## config.mk

```make
export PLATFORM = sky130hd
export DESIGN_NAME = tcp_syn_scan_detector_table_core
export DESIGN_NICKNAME = d
export VERILOG_FILES = /design/src/rtl/core/tssd_pkg.sv /design/src/rtl/core/tssd_ctrl.sv /design/src/rtl/core/tssd_datapath.sv /design/src/rtl/core/tcp_syn_scan_detector_table_core.sv
export SDC_FILE = /design/constraint.sdc
export NUM_CORES = 2
export LEC_CHECK = 0
export BUFFER_PORTS_ARGS = -buffer_cell sky130_fd_sc_hd__buf_2
export CAP_MARGIN = 5
export CORE_UTILIZATION = 57
export CTS_BUF_LIST = sky130_fd_sc_hd__clkbuf_8
export DETAILED_ROUTE_END_ITERATION = 8
export PLACE_DENSITY = 0.71
export SLEW_MARGIN = 20
export SYNTH_ARGS = -nofsm -noshare
export SYNTH_HDL_FRONTEND = slang
export SYNTH_SLANG_ARGS = --single-unit
```

## constraint.sdc

```tcl
create_clock -name clk -period 7.7 [get_ports clk]
set_input_delay 1.54 -clock clk [delete_from_list [all_inputs] [get_ports clk]]
set_output_delay 1.54 -clock clk [all_outputs]
set_load 0.005 [all_outputs]
```

## src/rtl/core/tssd_pkg.sv

```systemverilog
// Shared types, constants and helpers for the TCP SYN scan detector table.
`default_nettype none
package tssd_pkg;

	localparam int NUM_ENTRIES = 32;
	localparam int COUNT_W     = 16;
	localparam int IDX_W       = $clog2(NUM_ENTRIES);
	localparam int OCC_W       = $clog2(NUM_ENTRIES + 1);
	localparam int LIM_W       = 9;
	localparam int PROD_W      = COUNT_W + LIM_W;

	localparam logic [7:0] FLAG_SYN    = 8'h02;
	localparam logic [7:0] FLAG_ACK    = 8'h10;
	localparam logic [7:0] FLAG_SYNACK = 8'h12;

	localparam logic [1:0] KIND_SYN    = 2'd0;
	localparam logic [1:0] KIND_ACK    = 2'd1;
	localparam logic [1:0] KIND_SYNACK = 2'd2;
	localparam logic [1:0] KIND_NONE   = 2'd3;

	localparam logic [1:0] REG_BURST_THRESHOLD = 2'd0;
	localparam logic [1:0] REG_RATIO_LIMIT     = 2'd1;
	localparam logic [1:0] REG_RETAIN_COUNT    = 2'd2;

	localparam logic [15:0] BURST_THRESHOLD_RST = 16'd4;
	localparam logic [7:0]  RATIO_LIMIT_RST     = 8'd3;
	localparam logic [5:0]  RETAIN_COUNT_RST    = 6'd20;

	typedef struct packed {
		logic        mode;
		logic [31:0] src_ip;
		logic [31:0] dst_ip;
		logic [7:0]  tcp_flags;
	} in_word_t;

	typedef struct packed {
		logic        entry_valid;
		logic [31:0] host_ip;
		logic        burst_alarm;
		logic        ratio_alarm;
		logic [15:0] syn_total;
		logic [15:0] ack_total;
		logic [15:0] synack_total;
		logic        last_slot;
	} out_word_t;

	typedef struct packed {
		logic [31:0]        key;
		logic [COUNT_W-1:0] syn;
		logic [COUNT_W-1:0] ack;
		logic [COUNT_W-1:0] synack;
		logic [COUNT_W-1:0] prev;
	} entry_t;

	typedef struct packed {
		logic load;
		logic issue_look;
		logic wr_hit;
		logic wr_ins;
		logic issue_sweep;
	} cmd_t;

	typedef struct packed {
		logic mode;
		logic kind_none;
		logic match;
		logic scan_end;
		logic sweep_end;
		logic pipe_empty;
	} sts_t;

	function automatic logic [COUNT_W-1:0] sat_inc(input logic [COUNT_W-1:0] v);
		return (v == {COUNT_W{1'b1}}) ? v : v + COUNT_W'(1);
	endfunction

endpackage
`default_nettype wire

```

## src/rtl/core/tssd_ctrl.sv

```systemverilog
// Controller state machine: sequences decode, table lookup/insert and check sweep.
`default_nettype none
module tssd_ctrl (
	input  wire logic          clk,
	input  wire logic          arst_n,
	input  wire logic          start,
	output logic               busy,
	input  wire tssd_pkg::sts_t sts,
	output tssd_pkg::cmd_t     cmd
);

	localparam logic [2:0] ST_IDLE   = 3'd0;
	localparam logic [2:0] ST_DECODE = 3'd1;
	localparam logic [2:0] ST_LOOK   = 3'd2;
	localparam logic [2:0] ST_SWEEP  = 3'd3;
	localparam logic [2:0] ST_FLUSH  = 3'd4;

	logic [2:0] state_q;
	logic [2:0] state_nxt;

	assign busy = (state_q != ST_IDLE) || !sts.pipe_empty;

	always_comb begin
		state_nxt = state_q;
		cmd       = '0;
		case (state_q)
			ST_IDLE: begin
				if (start && !busy) begin
					cmd.load  = 1'b1;
					state_nxt = ST_DECODE;
				end
			end
			ST_DECODE: begin
				if (sts.mode) begin
					state_nxt = ST_SWEEP;
				end else if (sts.kind_none) begin
					state_nxt = ST_IDLE;
				end else begin
					state_nxt = ST_LOOK;
				end
			end
			ST_LOOK: begin
				if (sts.match) begin
					cmd.wr_hit = 1'b1;
					state_nxt  = ST_IDLE;
				end else if (sts.scan_end) begin
					cmd.wr_ins = 1'b1;
					state_nxt  = ST_IDLE;
				end else begin
					cmd.issue_look = 1'b1;
				end
			end
			ST_SWEEP: begin
				cmd.issue_sweep = 1'b1;
				if (sts.sweep_end) begin
					state_nxt = ST_FLUSH;
				end
			end
			ST_FLUSH: begin
				if (sts.pipe_empty) begin
					state_nxt = ST_IDLE;
				end
			end
			default: begin
				state_nxt = ST_IDLE;
			end
		endcase
	end

	always_ff @(posedge clk or negedge arst_n) begin
		if (!arst_n) begin
			state_q <= ST_IDLE;
		end else begin
			state_q <= state_nxt;
		end
	end

endmodule
`default_nettype wire

```

## src/rtl/core/tssd_datapath.sv

```systemverilog
// Datapath: config registers, entry memory, lookup compare, counter update, sweep pipeline.
`default_nettype none
module tssd_datapath (
	input  wire logic               clk,
	input  wire logic               arst_n,
	input  wire tssd_pkg::in_word_t item,
	input  wire logic               cfg_we,
	input  wire logic [1:0]         cfg_idx,
	input  wire logic [15:0]        cfg_wdata,
	input  wire tssd_pkg::cmd_t     cmd,
	output tssd_pkg::sts_t          sts,
	output tssd_pkg::out_word_t     result,
	output logic                    result_valid
);

	localparam int N     = tssd_pkg::NUM_ENTRIES;
	localparam int IDX_W = tssd_pkg::IDX_W;
	localparam int OCC_W = tssd_pkg::OCC_W;
	localparam int CW    = tssd_pkg::COUNT_W;
	localparam int LW    = tssd_pkg::LIM_W;
	localparam int PW    = tssd_pkg::PROD_W;

	logic [15:0]      burst_thr_q;
	logic [7:0]       ratio_lim_q;
	logic [5:0]       retain_q;
	logic [OCC_W-1:0] occ_q;
	logic [OCC_W-1:0] idx_q;

	logic             mode_q;
	logic [1:0]       kind_q;
	logic [31:0]      key_q;

	tssd_pkg::entry_t mem [N];
	tssd_pkg::entry_t rd_q;
	logic             rd_en;
	logic [IDX_W-1:0] rd_addr;
	logic             we;
	logic [IDX_W-1:0] wr_addr;
	tssd_pkg::entry_t wr_data;

	logic             look_s1;
	logic             sv_s1;
	logic             live_s1;
	logic             last_s1;
	logic [IDX_W-1:0] slot_s1;

	logic             sv_s2;
	logic             live_s2;
	logic             last_s2;
	logic             burst_s2;
	logic [31:0]      key_s2;
	logic [CW-1:0]    syn_s2;
	logic [CW-1:0]    ack_s2;
	logic [CW-1:0]    sa_s2;
	logic [PW-1:0]    prod_s2;

	logic             live_now;
	logic [1:0]       kind_in;
	logic             full;
	logic [OCC_W-1:0] keep;
	logic [OCC_W-1:0] ins_slot;
	tssd_pkg::entry_t bumped;
	tssd_pkg::entry_t fresh;
	logic [LW-1:0]    lim1;

	always_comb begin
		case (item.tcp_flags)
			tssd_pkg::FLAG_SYN:    kind_in = tssd_pkg::KIND_SYN;
			tssd_pkg::FLAG_ACK:    kind_in = tssd_pkg::KIND_ACK;
			tssd_pkg::FLAG_SYNACK: kind_in = tssd_pkg::KIND_SYNACK;
			default:               kind_in = tssd_pkg::KIND_NONE;
		endcase
	end

	assign live_now = idx_q < occ_q;
	assign full     = occ_q == OCC_W'(N);
	assign keep     = (OCC_W'(retain_q) > OCC_W'(N - 1)) ? OCC_W'(N - 1) : OCC_W'(retain_q);
	assign ins_slot = full ? keep : occ_q;
	assign lim1     = LW'(ratio_lim_q) + LW'(1);

	always_comb begin
		bumped = rd_q;
		case (kind_q)
			tssd_pkg::KIND_SYN:    bumped.syn    = tssd_pkg::sat_inc(rd_q.syn);
			tssd_pkg::KIND_ACK:    bumped.ack    = tssd_pkg::sat_inc(rd_q.ack);
			tssd_pkg::KIND_SYNACK: bumped.synack = tssd_pkg::sat_inc(rd_q.synack);
			default:               bumped = rd_q;
		endcase
	end

	always_comb begin
		fresh        = '0;
		fresh.key    = key_q;
		case (kind_q)
			tssd_pkg::KIND_SYN:    fresh.syn    = CW'(1);
			tssd_pkg::KIND_ACK:    fresh.ack    = CW'(1);
			tssd_pkg::KIND_SYNACK: fresh.synack = CW'(1);
			default:               fresh.syn    = '0;
		endcase
	end

	assign rd_en   = cmd.issue_look || (cmd.issue_sweep && live_now);
	assign rd_addr = idx_q[IDX_W-1:0];

	always_comb begin
		we      = 1'b0;
		wr_addr = slot_s1;
		wr_data = rd_q;
		if (cmd.wr_hit) begin
			we      = 1'b1;
			wr_data = bumped;
		end else if (cmd.wr_ins) begin
			we      = 1'b1;
			wr_addr = ins_slot[IDX_W-1:0];
			wr_data = fresh;
		end else if (sv_s1 && live_s1) begin
			we           = 1'b1;
			wr_data.prev = rd_q.syn;
		end
	end

	always_ff @(posedge clk) begin
		if (we) begin
			mem[wr_addr] <= wr_data;
		end
		if (rd_en) begin
			rd_q <= mem[rd_addr];
		end
	end

	always_ff @(posedge clk or negedge arst_n) begin
		if (!arst_n) begin
			burst_thr_q <= tssd_pkg::BURST_THRESHOLD_RST;
			ratio_lim_q <= tssd_pkg::RATIO_LIMIT_RST;
			retain_q    <= tssd_pkg::RETAIN_COUNT_RST;
		end else if (cfg_we) begin
			case (cfg_idx)
				tssd_pkg::REG_BURST_THRESHOLD: burst_thr_q <= cfg_wdata;
				tssd_pkg::REG_RATIO_LIMIT:     ratio_lim_q <= cfg_wdata[7:0];
				tssd_pkg::REG_RETAIN_COUNT:    retain_q    <= cfg_wdata[5:0];
				default:                       burst_thr_q <= burst_thr_q;
			endcase
		end
	end

	always_ff @(posedge clk or negedge arst_n) begin
		if (!arst_n) begin
			occ_q        <= '0;
			idx_q        <= '0;
			look_s1      <= 1'b0;
			sv_s1        <= 1'b0;
			sv_s2        <= 1'b0;
			result_valid <= 1'b0;
		end else begin
			if (cmd.load) begin
				idx_q <= '0;
			end else if (cmd.issue_look || cmd.issue_sweep) begin
				idx_q <= idx_q + OCC_W'(1);
			end
			if (cmd.wr_ins) begin
				occ_q <= ins_slot + OCC_W'(1);
			end
			look_s1      <= cmd.issue_look;
			sv_s1        <= cmd.issue_sweep;
			sv_s2        <= sv_s1;
			result_valid <= sv_s2;
		end
	end

	always_ff @(posedge clk) begin
		if (cmd.load) begin
			mode_q <= item.mode;
			kind_q <= kind_in;
			key_q  <= (kind_in == tssd_pkg::KIND_SYN) ? item.src_ip : item.dst_ip;
		end
		if (cmd.issue_look || cmd.issue_sweep) begin
			slot_s1 <= idx_q[IDX_W-1:0];
			live_s1 <= live_now;
			last_s1 <= idx_q == OCC_W'(N - 1);
		end
		live_s2  <= live_s1;
		last_s2  <= last_s1;
		burst_s2 <= (rd_q.prev == '0) && (rd_q.syn > CW'(burst_thr_q));
		key_s2   <= rd_q.key;
		syn_s2   <= rd_q.syn;
		ack_s2   <= rd_q.ack;
		sa_s2    <= rd_q.synack;
		prod_s2  <= PW'(rd_q.synack) * PW'(lim1);
		result.entry_valid  <= live_s2;
		result.host_ip      <= live_s2 ? key_s2 : '0;
		result.burst_alarm  <= live_s2 && burst_s2;
		result.ratio_alarm  <= live_s2 && (sa_s2 != '0) && (PW'(syn_s2) >= prod_s2);
		result.syn_total    <= live_s2 ? 16'(syn_s2) : '0;
		result.ack_total    <= live_s2 ? 16'(ack_s2) : '0;
		result.synack_total <= live_s2 ? 16'(sa_s2) : '0;
		result.last_slot    <= last_s2;
	end

	assign sts.mode       = mode_q;
	assign sts.kind_none  = kind_q == tssd_pkg::KIND_NONE;
	assign sts.match      = look_s1 && (rd_q.key == key_q);
	assign sts.scan_end   = idx_q == occ_q;
	assign sts.sweep_end  = idx_q == OCC_W'(N - 1);
	assign sts.pipe_empty = !sv_s1 && !sv_s2;

endmodule
`default_nettype wire

```

## src/rtl/core/tcp_syn_scan_detector_table_core.sv

```systemverilog
// Top level of the TCP SYN scan detector table: controller plus datapath.
//
// Usage: a word on item is taken at a clock edge where start is high and busy
// is low. mode 0 is a packet: a flags byte of exactly SYN counts against
// src_ip, exactly ACK or SYN-ACK against dst_ip, anything else is dropped.
// A packet gives no result. A known address has its counter bumped
// (saturating); an unknown one gets a new slot; a full table first drops
// back to the first retain_count slots (at most NUM_ENTRIES - 1).
// mode 1 is a check sweep: one result word per slot, NUM_ENTRIES words on
// consecutive cycles, each marked by result_valid for one cycle, the final
// one with last_slot set. The receiver cannot stall; results must be taken.
// A packet keeps busy high while the lookup reads one memory slot per cycle
// (a miss reads every occupied slot, a hit stops at its slot, ignored flags
// stop at decode). A sweep keeps busy high until its reads have drained from
// the sweep pipeline; its results are paced by the single memory read port.
// Configuration (cfg_we/cfg_idx/cfg_wdata) is to be written by the user only
// while busy is low; the block itself does not enforce this. Reset empties the
// table and loads the default register values.
`default_nettype none
module tcp_syn_scan_detector_table_core (
	input  wire logic               clk,
	input  wire logic               arst_n,
	input  wire logic               start,
	output logic                    busy,
	input  wire tssd_pkg::in_word_t item,
	output tssd_pkg::out_word_t     result,
	output logic                    result_valid,
	input  wire logic               cfg_we,
	input  wire logic [1:0]         cfg_idx,
	input  wire logic [15:0]        cfg_wdata
);

	tssd_pkg::cmd_t cmd;
	tssd_pkg::sts_t sts;

	tssd_ctrl u_ctrl (
		.clk    (clk),
		.arst_n (arst_n),
		.start  (start),
		.busy   (busy),
		.sts    (sts),
		.cmd    (cmd)
	);

	tssd_datapath u_datapath (
		.clk          (clk),
		.arst_n       (arst_n),
		.item         (item),
		.cfg_we       (cfg_we),
		.cfg_idx      (cfg_idx),
		.cfg_wdata    (cfg_wdata),
		.cmd          (cmd),
		.sts          (sts),
		.result       (result),
		.result_valid (result_valid)
	);

endmodule
`default_nettype wire

```

==> results.py <==
metrics = {
    "status": {
        "run_status": "complete, no violations",
    },
    "pwr": {
        "p_seq_share_pct": 42.9,
        "power_density_nw_per_um2": 404,
        "power.switching_w": 0.0199,
        "combPwrFrac_pct": 33.5,
        "power_frac_clock_pct": 23.6,
        "p_sw_share_pct": 32.4,
        "p_leak_nw": 49.5,
        "p_int_w": 0.0414,
        "vdd_drop_max_mv": 0.765,
    },
    "placed_design": {
        "place.gp.congestion": 0.806,
        "dpl.cell_count": 9414,
        "placed_area_um2": 141000,
        "hpwl_um": 168000,
        "portBuffers": 180,
    },
    "yosys": {
        "yosys.area.top_type": "edfxtp_1",
        "synth_edf_count": 3210,
        "yosysSeqAreaShare_pct": 74.9,
        "synth_top_cell_area_share_pct": 71.2,
        "yosysUniqueCellTypes": 73,
        "ys.flop_type": "edfxtp_1",
        "netlist_area_um2": 135000,
        "syn_avg_cell_area_um2": 21.9,
        "ys_ff_latch": 3451,
        "syn_nets": 6478,
        "synthCells": 6195,
        "synth.area.top_cells": "edfxtp_1 (71%), mux4_2 (16%), dfxtp_1 (2.8%)",
        "ys_warn_count": 0,
        "synthArstFlopShare_pct": 1.42,
    },
    "sta": {
        "relSlewSlack_pct": 18.6,
        "tightestPinTransition_ns": 1.22,
        "skew_ns": 0.0707,
        "max_freq_mhz": 154,
        "slew_viol_final": 0,
        "hold_viol_final": 0,
        "min_period_ns": 6.49,
        "finalSetupViolCount": 0,
        "rsz0062_at_grt": "false",
        "finalCritPeriodShare_pct": 84.3,
        "setup-tns-final_ns": 0,
    },
    "critical_path": {
        "crit_path_top_delay_cell": "dfstp_2",
        "critPathRequiredTime_ns": 8.66,
        "startpoint_type": "flip-flop",
        "crit_fanout": 20,
        "crit_family": "adder cells",
        "worstReg2RegStart": "u_datapath.ratio_lim_q[0]$_DFFE_PN1P_",
        "slowest_delay_ns": 0.71,
        "critPathBufInv": 3,
        "crit_type": "reg -> reg",
        "endpoint_kind": "flip-flop",
        "cp.arrival_ns": 7.45,
        "path_cells": "ha_1 > nand3_1 > nor2_1 > xor2_2 > nand2_1 > fa_1 > fa_1 > inv_1 > fa_1 > inv_1 > fa_1 > inv_1 > ha_1 > a2111oi_0 > a21oi_1 > a31oi_1 > o41ai_1 > a31oi_1 > mux2i_1 > o2111ai_1",
        "cpMostUsedCell": "fa_1",
        "crit_path_start": "u_datapath.ratio_lim_q[0]$_DFFE_PN1P_",
    },
    "final_layout": {
        "final_nets": 7107,
        "stdcell_area_um2": 152000,
        "layout.cells.non_filler": 10380,
        "layout_commonest_cell": "edfxtp_1",
        "utilization_pct": 64.3,
        "final_cell_mix": "edfxtp_1 (3210), mux4_2 (960), clkbuf_8 (602)",
        "area_growth_pct": 12.0,
        "drive_above_1_share_pct": 31.2,
    },
    "clocking": {
        "cts.repair.resized": 0,
        "worstSkewPairLatency_ns": 1.12,
        "cts-root-buf": "clkbuf_8",
        "cts_tree": "yes",
        "htree_levels": 6,
        "cts_setup_buffers": 0,
        "ctsHoldBuffers": 0,
        "clkTransAtPathRegs_ns": 0.06,
        "cts_buffers": 555,
        "clock_path_buffers": 4,
        "clock_sinks": 3451,
    },
    "global_route": {
        "track_usage_pct": 28.0,
        "grt_pass1_vias": 67657,
        "antenna_found_initial": 8,
        "grt_max_degree": 138,
        "grt_pass1_wl_um": 474000,
        "grt_overflow": 0,
    },
    "drt": {
        "drt-initial-drc-count": 8616,
        "dr_total_vias": 67093,
        "vias_per_cell": 6.46,
        "drtAntennaViolNets": 0,
        "drc": 0,
        "firstDrtPassIters": 7,
        "wl_per_cell_um": 31.8,
        "routed_wl_um": 330000,
    },
    "die": {
        "ios": 181,
        "start_util_pct": 57.5,
        "dieArea_um2": 239000,
        "fp.dieH_um": 489,
        "core.rowCount": 178,
        "die_x_um": 489,
        "core_um2": 236000,
    },
    "worst_hold_path": {
        "worstHoldPathType": "reg -> reg",
        "hp-start": "u_datapath.last_s2$_DFF_P_",
    },
    "job": {
        "max_cap_viol_count": 0,
    },
}
## flip-flops by register name (all words and copies together), names as in the netlist, 16 cells and up
signal	cells
u_datapath.burst_thr_q	16
u_datapath.result	84
u_datapath.mem	3072
u_datapath.sa_s2	16
u_datapath.key_q	32
u_datapath.rd_q	48
u_datapath.ack_s2	16
u_datapath.syn_s2	16
u_datapath.prod_s2	25
u_datapath.key_s2	32
u_datapath.bumped	48
## metrics by stage
stage	hold slack (ns)	total power [W]	setup slack, ns
5_1_grt	0.348	0.0643	0.644
3_5_place_dp	0.320	0.0471	0.866
4_1_cts	0.339	0.0614	0.877
6_report	0.340	0.0613	1.21
3_3_place_gp	0.312	0.0465	1.03
2_1_floorplan	0.310	0.0409	0.617
## cell usage after synthesis (4+ instances only)
cell type,instances
inv_1,182
o21ai_2,4
dfrtp_1,44
a31oi_1,16
or4_1,4
or2_2,4
buf_1,44
o21ai_0,54
dfxtp_1,192
nand2_1,236
nand3_1,43
a21oi_1,41
buf_2,68
o21bai_1,4
nor3b_1,4
o21a_1,9
nand4_1,29
xor2_1,28
fa_1,99
and3_1,18
clkbuf_1,171
and4_1,7
and2_1,128
nand2b_1,29
a22o_1,14
o211ai_1,7
nor2b_1,50
dfstp_2,5
mux4_2,960
o31ai_1,8
nor2_1,78
ha_1,89
xnor2_1,32
edfxtp_1,3210
buf_4,8
mux2_2,143
a211oi_1,6
a2111oi_0,4
nor4_1,22
mux2i_1,30
a21o_1,10
nor3_1,17
## layer usage
metal | global-route usage [%] | part of all wire (%) | vias up
met5 | 0 | 0.0094 | -
met4 | 7.69 | 2.3 | 4
li1 | - | - | 26791
met2 | 43.7 | 48 | 3857
met3 | 5.65 | 10 | 517
met1 | 40.7 | 40 | 35924
## power groups by stage
stage               clock network (W)  logic, W  registers, W
CTS                            0.0147    0.0205        0.0262
floorplan                           0    0.0149        0.0260
finish                         0.0145    0.0205        0.0263
global placement                    0    0.0199        0.0266
global route                   0.0155    0.0224        0.0264
detailed placement                  0    0.0205        0.0266
## worst paths after layout
kind                                                     endpoint  slack (ns)  cells past startpoint
max                                u_datapath.prod_s2[23]$_DFF_P_        1.21                     20
max in group asynchronous         u_datapath.idx_q[4]$_DFFE_PN0P_        6.50                      2
min in group asynchronous  u_datapath.burst_thr_q[12]$_DFFE_PN0P_        0.54                      2
max reg2reg                        u_datapath.prod_s2[23]$_DFF_P_        1.21                     20
min reg2reg                          u_datapath.result[0]$_DFF_P_        0.34                      0
min                                  u_datapath.result[0]$_DFF_P_        0.34                      0
## cell families after synthesis
family          synth area share, %
compound gates                0.967
xor+xnor                      0.388
fa+ha+maj                      2.29
buf+inv                        1.41
flops                          74.9
mux                            17.4
simple gates                   2.61
## cell type report
type	count	area (um2)
flip-flops and latches	3451	101000
repair buffers	365	2860
diodes	4	10.0
inverters	182	683
multi-input cells	2269	32600
clock buffers	602	8290
fillers	15428	84000
clock inverters	357	1760
well taps	3150	3940
Power figures use the tool's default switching activity.
